==> src/rtl/core/pngacs_pkg.sv <==
`default_nettype none
// ============================================================================
// PNG animation chunk scanner package
// Shared verdict codes, chunk type codes, signature table and result struct.
// ============================================================================
package pngacs_pkg;

    typedef logic [1:0] verdict_t;

    localparam verdict_t VERDICT_NOT_PNG  = 2'd0;
    localparam verdict_t VERDICT_STILL    = 2'd1;
    localparam verdict_t VERDICT_ANIMATED = 2'd2;

    localparam logic [31:0] TYPE_ACTL = 32'h6163544C;
    localparam logic [31:0] TYPE_IDAT = 32'h49444154;
    localparam logic [31:0] TYPE_IEND = 32'h49454E44;

    // Result of one accepted byte, passed from the scanner to the output queue.
    typedef struct packed {
        logic     valid;
        verdict_t verdict;
        logic     at_file_start;
    } scan_result_t;

    // The eight bytes of the PNG file signature.
    function automatic logic [7:0] sig_byte(input logic [2:0] idx);
        logic [7:0] b;
        unique case (idx)
            3'd0:    b = 8'h89;
            3'd1:    b = 8'h50;
            3'd2:    b = 8'h4E;
            3'd3:    b = 8'h47;
            3'd4:    b = 8'h0D;
            3'd5:    b = 8'h0A;
            3'd6:    b = 8'h1A;
            3'd7:    b = 8'h0A;
            default: b = 8'h00;
        endcase
        return b;
    endfunction

endpackage
`default_nettype wire

==> src/rtl/core/pngacs_channels.sv <==
`default_nettype none
// ============================================================================
// PNG animation chunk scanner channels
// Valid/ready interfaces for the byte stream and the verdict stream.
// ============================================================================
interface pngacs_byte_if;
    logic       valid;
    logic       ready;
    logic [7:0] data_byte;
    logic       last_byte;

    modport source (output valid, output data_byte, output last_byte, input ready);
    modport sink   (input valid, input data_byte, input last_byte, output ready);
endinterface

interface pngacs_verdict_if;
    logic       valid;
    logic       ready;
    logic [1:0] verdict;

    modport source (output valid, output verdict, input ready);
    modport sink   (input valid, input verdict, output ready);
endinterface
`default_nettype wire

==> src/rtl/core/pngacs_scanner.sv <==
`default_nettype none
// ============================================================================
// PNG animation chunk scanner core
// Signature check and chunk walk, one byte per accepted transaction.
// ============================================================================
module pngacs_scanner
    import pngacs_pkg::*;
(
    input  wire logic         clk,
    input  wire logic         rst_n,
    input  wire logic         accept,
    input  wire logic [7:0]   data_byte,
    input  wire logic         last_byte,
    output scan_result_t      result
);

    typedef enum logic [2:0] {
        PH_SIG,
        PH_LEN,
        PH_TYPE,
        PH_TAIL,
        PH_SKIP,
        PH_DONE
    } phase_t;

    phase_t      phase_reg,  phase_next;
    logic [2:0]  count_reg,  count_next;
    logic [31:0] length_reg, length_next;
    logic [31:0] type_reg,   type_next;
    logic [31:0] skip_reg,   skip_next;
    logic        have;
    verdict_t    verdict;

    always_comb
    begin
        phase_next  = phase_reg;
        count_next  = count_reg;
        length_next = length_reg;
        type_next   = type_reg;
        skip_next   = skip_reg;
        have        = 1'b0;
        verdict     = VERDICT_NOT_PNG;

        unique case (phase_reg)
            PH_SIG:
            begin
                if (data_byte != sig_byte(count_reg))
                begin
                    have       = 1'b1;
                    verdict    = VERDICT_NOT_PNG;
                    phase_next = PH_DONE;
                    count_next = 3'd0;
                end
                else if (count_reg == 3'd7)
                begin
                    phase_next = PH_LEN;
                    count_next = 3'd0;
                end
                else
                begin
                    count_next = count_reg + 3'd1;
                end
            end
            PH_LEN:
            begin
                length_next = {length_reg[23:0], data_byte};
                if (count_reg == 3'd3)
                begin
                    phase_next = PH_TYPE;
                    count_next = 3'd0;
                end
                else
                begin
                    count_next = count_reg + 3'd1;
                end
            end
            PH_TYPE:
            begin
                type_next = {type_reg[23:0], data_byte};
                if (count_reg == 3'd3)
                begin
                    phase_next = PH_TAIL;
                    count_next = 3'd0;
                end
                else
                begin
                    count_next = count_reg + 3'd1;
                end
            end
            PH_TAIL:
            begin
                if (count_reg == 3'd3)
                begin
                    count_next = 3'd0;
                    if (type_reg == TYPE_ACTL)
                    begin
                        have       = 1'b1;
                        verdict    = VERDICT_ANIMATED;
                        phase_next = PH_DONE;
                    end
                    else if (type_reg == TYPE_IDAT || type_reg == TYPE_IEND)
                    begin
                        have       = 1'b1;
                        verdict    = VERDICT_STILL;
                        phase_next = PH_DONE;
                    end
                    else if (length_reg == 32'd0)
                    begin
                        phase_next = PH_LEN;
                    end
                    else
                    begin
                        skip_next  = length_reg;
                        phase_next = PH_SKIP;
                    end
                end
                else
                begin
                    count_next = count_reg + 3'd1;
                end
            end
            PH_SKIP:
            begin
                if (skip_reg != 32'd0)
                begin
                    skip_next = skip_reg - 32'd1;
                end
                if (skip_reg <= 32'd1)
                begin
                    phase_next = PH_LEN;
                end
            end
            PH_DONE:
            begin
                // Verdict already given; bytes up to the last are ignored.
            end
            default:
            begin
            end
        endcase

        // The end of the file forces a verdict if none was given and
        // returns the scanner to the start of a new file.
        if (last_byte)
        begin
            if (!have && phase_next != PH_DONE)
            begin
                have    = 1'b1;
                verdict = (phase_next == PH_SIG) ? VERDICT_NOT_PNG : VERDICT_STILL;
            end
            phase_next  = PH_SIG;
            count_next  = 3'd0;
            length_next = 32'd0;
            type_next   = 32'd0;
            skip_next   = 32'd0;
        end
    end

    always_ff @(posedge clk or negedge rst_n)
    begin
        if (!rst_n)
        begin
            phase_reg  <= PH_SIG;
            count_reg  <= 3'd0;
            length_reg <= 32'd0;
            type_reg   <= 32'd0;
            skip_reg   <= 32'd0;
        end
        else if (accept)
        begin
            phase_reg  <= phase_next;
            count_reg  <= count_next;
            length_reg <= length_next;
            type_reg   <= type_next;
            skip_reg   <= skip_next;
        end
    end

    assign result.valid         = accept && have;
    assign result.verdict       = verdict;
    assign result.at_file_start = (phase_reg == PH_SIG) && (count_reg == 3'd0);

endmodule
`default_nettype wire

==> src/rtl/core/pngacs_out_queue.sv <==
`default_nettype none
// ============================================================================
// PNG animation chunk scanner output queue
// Two-entry result register with skid entry between scanner and output.
// ============================================================================
module pngacs_out_queue
    import pngacs_pkg::*;
(
    input  wire logic     clk,
    input  wire logic     rst_n,
    input  wire logic     push,
    input  wire verdict_t push_verdict,
    input  wire logic     pop_ready,
    output logic          head_valid,
    output verdict_t      head_verdict,
    output logic          space,
    output logic          tail_busy
);

    logic     head_valid_reg, head_valid_next;
    logic     tail_valid_reg, tail_valid_next;
    verdict_t head_reg,       head_next;
    verdict_t tail_reg,       tail_next;
    logic     pop;

    assign pop = head_valid_reg && pop_ready;

    always_comb
    begin
        head_valid_next = head_valid_reg;
        tail_valid_next = tail_valid_reg;
        head_next       = head_reg;
        tail_next       = tail_reg;
        if (pop)
        begin
            head_next       = tail_reg;
            head_valid_next = tail_valid_reg;
            tail_valid_next = 1'b0;
        end
        if (push)
        begin
            if (!head_valid_next)
            begin
                head_next       = push_verdict;
                head_valid_next = 1'b1;
            end
            else
            begin
                tail_next       = push_verdict;
                tail_valid_next = 1'b1;
            end
        end
    end

    always_ff @(posedge clk or negedge rst_n)
    begin
        if (!rst_n)
        begin
            head_valid_reg <= 1'b0;
            tail_valid_reg <= 1'b0;
        end
        else
        begin
            head_valid_reg <= head_valid_next;
            tail_valid_reg <= tail_valid_next;
        end
    end

    always_ff @(posedge clk)
    begin
        head_reg <= head_next;
        tail_reg <= tail_next;
    end

    assign head_valid   = head_valid_reg;
    assign head_verdict = head_reg;
    assign space        = !tail_valid_reg;
    assign tail_busy    = tail_valid_reg;

endmodule
`default_nettype wire

==> src/rtl/core/png_animation_chunk_scanner.sv <==
`default_nettype none
// ============================================================================
// PNG animation chunk scanner
// Classifies each file in the byte stream as not PNG, still PNG or animated PNG.
// ============================================================================
//
// Channel          Role   Payload                  Transaction
// ---------------  -----  -----------------------  ------------------------
// byte_stream      sink   data_byte[7:0], last_byte one file byte
// verdict_stream   source verdict[1:0]             one verdict per file
//
// One byte is taken per clock cycle while the queue has room; its effect on
// the scan state is computed in the same cycle and any verdict is written
// into the output queue at that edge, in the head entry if free, else the skid.
// The two-entry output queue lets bytes keep flowing while a verdict waits;
// byte_stream.ready drops only when both queue entries are occupied.
// Reset (rst_n low, asynchronous) returns the scanner to the start of the
// signature and empties the queue. No clearing pass is needed.
//
module png_animation_chunk_scanner
    import pngacs_pkg::*;
(
    input  wire logic          clk,
    input  wire logic          rst_n,
    pngacs_byte_if.sink        byte_stream,
    pngacs_verdict_if.source   verdict_stream
);

    logic         accept;
    logic         space;
    logic         tail_busy;
    logic         head_valid;
    verdict_t     head_verdict;
    scan_result_t scan_result;

    // A byte transaction completes when the source offers and the queue
    // still has room for a possible verdict.
    assign byte_stream.ready = space;
    assign accept            = byte_stream.valid && space;

    // Signature check and chunk walk.
    pngacs_scanner u_scanner (
        .clk       (clk),
        .rst_n     (rst_n),
        .accept    (accept),
        .data_byte (byte_stream.data_byte),
        .last_byte (byte_stream.last_byte),
        .result    (scan_result)
    );

    // Result register plus skid entry toward the verdict channel.
    pngacs_out_queue u_out_queue (
        .clk          (clk),
        .rst_n        (rst_n),
        .push         (scan_result.valid),
        .push_verdict (scan_result.verdict),
        .pop_ready    (verdict_stream.ready),
        .head_valid   (head_valid),
        .head_verdict (head_verdict),
        .space        (space),
        .tail_busy    (tail_busy)
    );

    assign verdict_stream.valid   = head_valid;
    assign verdict_stream.verdict = head_verdict;

    // After the last byte of a file the scanner must be back at the
    // first signature byte.
    a_restart_after_last: assert property (
        @(posedge clk) disable iff (!rst_n)
        accept && byte_stream.last_byte |=> scan_result.at_file_start
    ) else $error("scanner did not restart after last byte");

    // The skid entry is only ever filled behind a valid head entry.
    a_queue_order: assert property (
        @(posedge clk) disable iff (!rst_n)
        tail_busy |-> head_valid
    ) else $error("output queue tail valid without head");

    // Only the three defined verdict codes leave the block.
    a_verdict_code: assert property (
        @(posedge clk) disable iff (!rst_n)
        verdict_stream.valid |-> (verdict_stream.verdict == VERDICT_NOT_PNG ||
                                  verdict_stream.verdict == VERDICT_STILL ||
                                  verdict_stream.verdict == VERDICT_ANIMATED)
    ) else $error("undefined verdict code on output");

endmodule
`default_nettype wire
==> src/flat_wrapper.sv <==
// flat-port wrapper written by rule: the top's interface ports become plain ports
module png_animation_chunk_scanner_flat import pngacs_pkg::*;
  (clk, rst_n, byte_stream_valid, byte_stream_data_byte, byte_stream_last_byte, byte_stream_ready, verdict_stream_valid, verdict_stream_verdict, verdict_stream_ready);
  pngacs_byte_if byte_stream_i ();
  pngacs_verdict_if verdict_stream_i ();
  input  wire logic clk;
  input  wire logic rst_n;
  input wire logic [$bits(byte_stream_i.valid)-1:0] byte_stream_valid;
  input wire logic [$bits(byte_stream_i.data_byte)-1:0] byte_stream_data_byte;
  input wire logic [$bits(byte_stream_i.last_byte)-1:0] byte_stream_last_byte;
  output wire logic [$bits(byte_stream_i.ready)-1:0] byte_stream_ready;
  output wire logic [$bits(verdict_stream_i.valid)-1:0] verdict_stream_valid;
  output wire logic [$bits(verdict_stream_i.verdict)-1:0] verdict_stream_verdict;
  input wire logic [$bits(verdict_stream_i.ready)-1:0] verdict_stream_ready;
  assign byte_stream_i.valid = byte_stream_valid;
  assign byte_stream_i.data_byte = byte_stream_data_byte;
  assign byte_stream_i.last_byte = byte_stream_last_byte;
  assign byte_stream_ready = byte_stream_i.ready;
  assign verdict_stream_valid = verdict_stream_i.valid;
  assign verdict_stream_verdict = verdict_stream_i.verdict;
  assign verdict_stream_i.ready = verdict_stream_ready;
  png_animation_chunk_scanner u_core (.clk(clk), .rst_n(rst_n), .byte_stream(byte_stream_i), .verdict_stream(verdict_stream_i));
endmodule
==> config.mk <==
export PLATFORM = sky130hd
export DESIGN_NAME = png_animation_chunk_scanner_flat
export DESIGN_NICKNAME = d
export VERILOG_FILES = /design/src/rtl/core/pngacs_pkg.sv /design/src/rtl/core/pngacs_channels.sv /design/src/rtl/core/pngacs_scanner.sv /design/src/rtl/core/pngacs_out_queue.sv /design/src/rtl/core/png_animation_chunk_scanner.sv /design/src/flat_wrapper.sv
export SDC_FILE = /design/constraint.sdc
export NUM_CORES = 1
export LEC_CHECK = 0
export BUFFER_PORTS_ARGS = -buffer_cell sky130_fd_sc_hd__buf_2
export CAP_MARGIN = 40
export CORE_MARGIN = 4
export CORE_UTILIZATION = 56
export CTS_CLUSTER_SIZE = 16
export DETAILED_ROUTE_END_ITERATION = 8
export HOLD_SLACK_MARGIN = 0.1
export PLACE_DENSITY = 0.76
export SYNTH_ARGS = -nofsm -noshare
export SYNTH_HDL_FRONTEND = slang
export SYNTH_SLANG_ARGS = --single-unit
==> constraint.sdc <==
create_clock -name clk -period 2.9 [get_ports clk]
set_clock_uncertainty 0.15 [all_clocks]
set_input_delay 0.145 -clock clk [delete_from_list [all_inputs] [get_ports clk]]
set_output_delay 0.145 -clock clk [all_outputs]
set_load 0.05 [all_outputs]
After elaboration in Yosys (flattened, before gate mapping)
Memories as Yosys holds them, arrays and structs flattened.
Cells that the tools add are included.
- add/sub/neg operators: 2
- $lt $le $gt $ge: 1
- eq/ne operators: 16
- multiplexer cells: 50
- reduce and logical (&&, ||, !) cells: 21
- operators by type and width (kind ; number):
    $mux W32 ; 10
    $eq A32 B31 Y1 const B ; 3
    $pmux W32 S2 ; 1
    $mux W3 ; 14
    $le A32 B1 Y1 const B ; 1
    $logic_not A32 Y1 ; 1
    $reduce_bool A32 Y1 ; 1
    $sub A32 B1 Y32 const B ; 1
    $ne A3 B3 Y1 const B ; 6
    $mux W2 ; 8
    $pmux W3 S5 ; 1
    $mux W1 ; 13
    $eq A3 B2 Y1 const B ; 3
    $mux W8 ; 1
    $ne A8 B8 Y1 ; 1
    $reduce_and A2 Y1 ; 4
    $reduce_and A7 Y1 ; 1
    $eq A3 B3 Y1 const B ; 2
    $logic_not A3 Y1 ; 2
    $pmux W3 S2 ; 1
    $reduce_bool A3 Y1 ; 2
    $logic_and A1 B1 Y1 ; 4
    $reduce_bool A2 Y1 ; 2
    $add A3 B1 Y3 const B ; 1
    5 further kinds ; 6
- flip-flop bits (word level): 108
- bits in read-only memories: 56
- output and inout bits: 4
- memories: 1
- memory list (name ; words ; width ; read ports ; clocked after Yosys merged registers in ; write ports ; line ; RTL):
    (no name shown) ; 8 ; 7 ; 1 ; 0 ; 0 ; pngacs_pkg.sv:28 ; unique case (idx)

Depth between registers and ports, before layout
- depth after elaboration: 12
- mapped depth: 13

Cells and area by module
Synthesis repeated with hierarchy kept, for this count alone.
- cells, all modules: 580
- area total of the unflattened synthesis: 5718.0 um^2
- modules (own cells, without submodules) (module ; times used ; cells each ; area an instance (um^2) ; seq. area each (um^2)):
    pngacs_scanner ; 1 ; 558 ; 5444.0 ; 2552.4
    pngacs_out_queue ; 1 ; 21 ; 267.8 ; 150.1
    png_animation_chunk_scanner ; 1 ; 1 ; 6.3 ; 0.0

Worst setup path before layout
OpenSTA, ideal clock, no wires.
- path type: register to register
- from: register u_core.u_scanner.skip_reg[16]
- to: register u_core.u_out_queue.head_reg[1], in the netlist u_core.u_out_queue.head_verdict[1]
- arrival time: 2820 ps
- path slack: -197 ps
- cell stages (with the launch flop): 11
- buffers on the path: 1
- period minus slack after synthesis: 3097 ps
- path through: dfrtp_1 > or3_1 > buf_2 > or3_1 > or3_4 > o41ai_1 > and4bb_2 > o21a_4 > o21ai_4 > mux2i_1 > or3_1
- longest elaborated chain between the ends: 9
- ends and longest elaborated chain (element ; line ; RTL):
    from (decl) ; pngacs_scanner.sv:30 ; logic [31:0] skip_reg, skip_next;
    from (signal assigned) ; pngacs_scanner.sv:175 ; skip_reg <= skip_next;
    $le A32 B1 Y1 (*) ; pngacs_scanner.sv:128 ; if (skip_reg <= 32'd1)
    $mux W3 (*) ; pngacs_scanner.sv:128 ;
    $pmux W3 S5 (*) ; pngacs_scanner.sv:44 ; unique case (phase_reg)
    $ne A3 B3 Y1 (*) ; pngacs_scanner.sv:146 ; if (!have && phase_next != PH_DONE)
    $logic_and A1 B1 Y1 (*) ; pngacs_scanner.sv:146 ;
    $mux W2 / $mux W1 (equally long branches) ; pngacs_scanner.sv:146 ;
    $mux W2 / $mux W1 (equally long branches) ; pngacs_scanner.sv:144 ; if (last_byte)
    $mux W2 / $logic_and A1 B1 Y1 (equally long branches) ; pngacs_out_queue.sv:42, pngacs_scanner.sv:179 ;
    $mux W2 (*) ; pngacs_out_queue.sv:40 ; if (push)
    via u_core.u_out_queue.head_next[1] ; pngacs_out_queue.sv:22 ; verdict_t head_reg, head_next;
    to (signal assigned) ; pngacs_out_queue.sv:71 ; head_reg <= head_next;
    to (decl) ; pngacs_out_queue.sv:22 ;
Mark *: on every way through the listed nets, which the timed path passes. The rest lies on a longest branch.
A chain may end at the register's enable or synchronous reset.

Final worst setup path
- from: register u_core.u_scanner.skip_reg[18]
- to: register u_core.u_out_queue.head_reg[1], in the netlist u_core.u_out_queue.head_verdict[1]
The elaborated chain is that of the path after synthesis.

==> impl_metrics.tcl <==
set metrics [dict create \
    startpoint_type "flip-flop" \
    clk_latency_ns 0.37 \
    synth_top_family_by_area "compound AO/OA/AOI/OAI gates" \
    setup_ws_ns -0.1166 \
    ys_seq_area_share_pct 48.31 \
    route.antenna.remaining_nets 0 \
    finalCritPeriodShare_pct 104.0 \
    port_buffers 16 \
    worstReg2RegEnd "u_core.u_out_queue.head_verdict[1]" \
    grt_pass1_wl_mm 23.82 \
    power_density_nw_per_um2 1010 \
    status "finished with violations" \
    synthAdderAreaFrac_pct 2.237 \
    die-area_sq_um 11650 \
    synth.most_common_cell "dfrtp_1" \
    syn-cell-area_sq_um 5594 \
    async_flop_share_pct 96.30 \
    critPathKind "reg -> reg" \
    first_pass_iters 5 \
    clockBufferDepth 2 \
    synth_cell_types 55 \
    nFillCells 772 \
    critPathLaunch "u_core.u_scanner.skip_reg[18]" \
    die_w_um 107.9 \
    rsz0062_at_grt "true" \
    required_ns 3.01 \
    synthSimpleGateAreaFrac_pct 19.24 \
    cp-endpoint "u_core.u_out_queue.head_verdict[1]" \
    route.detailed.drc 0 \
    drv_cap 0 \
    r2r.worst_path.cells 9 \
    slew_headroom_pct 46.11 \
    fin_hold_ws_ns 0.1515 \
    clock_sinks 108 \
    met3_usage_pct 4.537 \
    grt.busiest_layer "met2" \
    min_path_type "in -> reg" \
    dieHeight_um 107.9 \
    antenna_found_initial 0 \
    layout_min_cycle_time_ns 3.017 \
    antenna_cells 0 \
    seq_area_sq_um 2703 \
    endpoint_kind "flip-flop" \
    finalSetupViolations 4 \
    synth_top_area_share_pct 46.52 \
    start_util_pct 57.50 \
    rr_startpoint "u_core.u_scanner.skip_reg[18]" \
    ff2ff_setup_slack_ns -0.12 \
    htree_levels 3 \
    grt_pass1_vias 4743 \
    dr_total_vias 4949 \
    fin_util_pct 67.31 \
    ys_seq_elements 108 \
    syn_area_per_cell_sq_um 9.498 \
    gr-total-overflow 0 \
    clockRootBuffer "clkbuf_8" \
    p_leak_nw 2.946 \
    critPathMaxFanout 4 \
    tritoncts "done" \
    grtUsageTotal_pct 25.73 \
    ir_drop_mv 0.7198 \
    synth_xor_area_share_pct 0.6263 \
    synth_edf_count 2 \
    grt_max_degree 67 \
    drt_iter0_drc 395 \
    violations "setup timing" \
    use_met1_pct 37.68 \
    synthTopCellsByCount "dfrtp_1, o21ai_0, a22o_1" \
    synthMuxAreaShare_pct 0.7157 \
    coreArea_sq_um 9729 \
    syn_to_final_growth_pct 17.07 \
    io-pin-count 17 \
    fin_nets 666 \
    max_freq_mhz 331.5 \
    dpl.hpwl_mm 9.577 \
    worstPathArrival_ns 3.13 \
    tightest_slew_ns 0.8084 \
    synthCells 589 \
    slew_viol_final 0 \
    multi_input_area_sq_um 2771 \
    synth_nets 612 \
    drt_wl_total_mm 14.04 \
    routedWlPerCell_um 17.98 \
    grt_use_met2_pct 39.83 \
    via_per_inst 6.337 \
    finalHoldViolCount 0 \
    finalPower_mw 6.615 \
    synth_compound_area_share_pct 25.25 \
    rows 36 \
    yosys_warnings 0 \
    ys.flop_type "dfrtp_1" \
    synth_top_area_cell "dfrtp_1" \
    synthTopCellsByArea "dfrtp_1, a22o_1, o21ai_0, nor2_1, nand2_1" \
    path_clk_slew_ns 0.11 \
    gp_congestion 0.9053 \
    cts_buffers 9 \
    final_layout_size_suffix_gt1_share_pct 17.13 \
]
==> cells by family after synthesis <==
| logic type | Yosys count |
|---|---|
| XOR/XNOR | 4 |
| AO/OA/AOI/OAI | 210 |
| multiplexers | 4 |
| buffers and inverters | 50 |
| adder cells (fa/ha/maj) | 10 |
| flip-flops | 108 |
| AND/OR/NAND/NOR | 203 |
==> timing repair <==
action | 4_1_cts | 5_1_grt
pin swaps | 3 | 1
hold buffers | 11 | 0
setup buffers | 1 | 1
gates resized for setup | 2 | 12
endpoints found under the hold margin | 85 | 0
endpoints found under the setup margin | 4 | 37
==> worst min-delay path by stage <==
stage / end / startpoint / slack, ns / cells past startpoint
finish: u_core.u_scanner.type_reg[1] / byte_stream_last_byte / 0.15 / 3
global route: u_core.u_scanner.type_reg[1] / byte_stream_last_byte / 0.17 / 3
CTS: u_core.u_scanner.type_reg[1] / byte_stream_last_byte / 0.14 / 3
detailed placement: u_core.u_scanner.skip_reg[25] / rst_n / 0.13 / 1
floorplan: u_core.u_out_queue.head_valid / rst_n / -0.30 / 0
global placement: u_core.u_scanner.skip_reg[25] / rst_n / 0.13 / 1
==> stage by stage <==
stage	instance area, sq um	instances	TNS (ns)	worst slack (ns)
3_3_place_gp	6142	752	-0.03834	-0.03834
5_1_grt	6549	781	-0.7747	-0.1801
3_5_place_dp	6142	752	-0.2283	-0.1226
2_1_floorplan	5604	589	-0.1848	-0.1328
4_1_cts	6494	780	-0.1731	-0.1273
6_report	6549	781	-0.2721	-0.1166
==> metal layers <==
layer / vias to the layer above / wire (um)
met5: - / 0
met4: 0 / 227
met3: 23 / 825
met2: 200 / 6627
met1: 2419 / 6363
li1: 2307 / -
==> cell usage in the layout (no fill, tap or decap), types with 4 or more instances in the layout <==
cell | Yosys | layout
ha_1 | 10 | 8
nor2_1 | 48 | 47
buf_2 | 3 | 15
nand4_1 | 7 | 7
or3_1 | 7 | 5
o22ai_1 | 6 | 6
mux2i_1 | 4 | 4
nand2b_1 | 13 | 13
clkbuf_8 | 0 | 10
nor3_1 | 20 | 19
nor4_1 | 24 | 23
nand2_1 | 45 | 44
dlygate4sd3_1 | 0 | 11
dfrtp_1 | 104 | 104
nor4bb_1 | 4 | 4
o21ai_0 | 73 | 72
and3_1 | 5 | 4
a22o_1 | 59 | 59
buf_4 | 0 | 51
and3b_1 | 4 | 4
nor3b_1 | 6 | 6
a22oi_1 | 8 | 8
a21oi_1 | 33 | 33
nand3_1 | 5 | 5
o21bai_1 | 5 | 4
inv_1 | 12 | 12
==> power by group <==
group,switching [mW],total (mW),internal [mW],leakage (nW)
Clock,0.528,1.04,0.511,0.113
Combinational,2.15,3.62,1.47,1.36
Sequential,0.221,1.96,1.74,1.47
Total,2.89,6.62,3.72,2.95
==> worst max-delay path: stages, from the launching register on <==
cell	delay, ns
dfrtp_1	0.40
or3_4	0.39
or3_4	0.34
or3_4	0.38
o41ai_2	0.27
and4bb_2	0.29
o21a_4	0.14
o21ai_4	0.07
mux2i_1	0.12
or3_1	0.36
==> area by class of cell <==
class                      instances  area share [%]
clock buffer                      10           2.102
clock inverter                     6           1.318
sequential                       108           41.27
inverter                          12          0.6878
timing repair buffer              81           9.763
multi-input combinational        431           42.32
tap                              133           2.541
(Power assumes the default switching activity.)
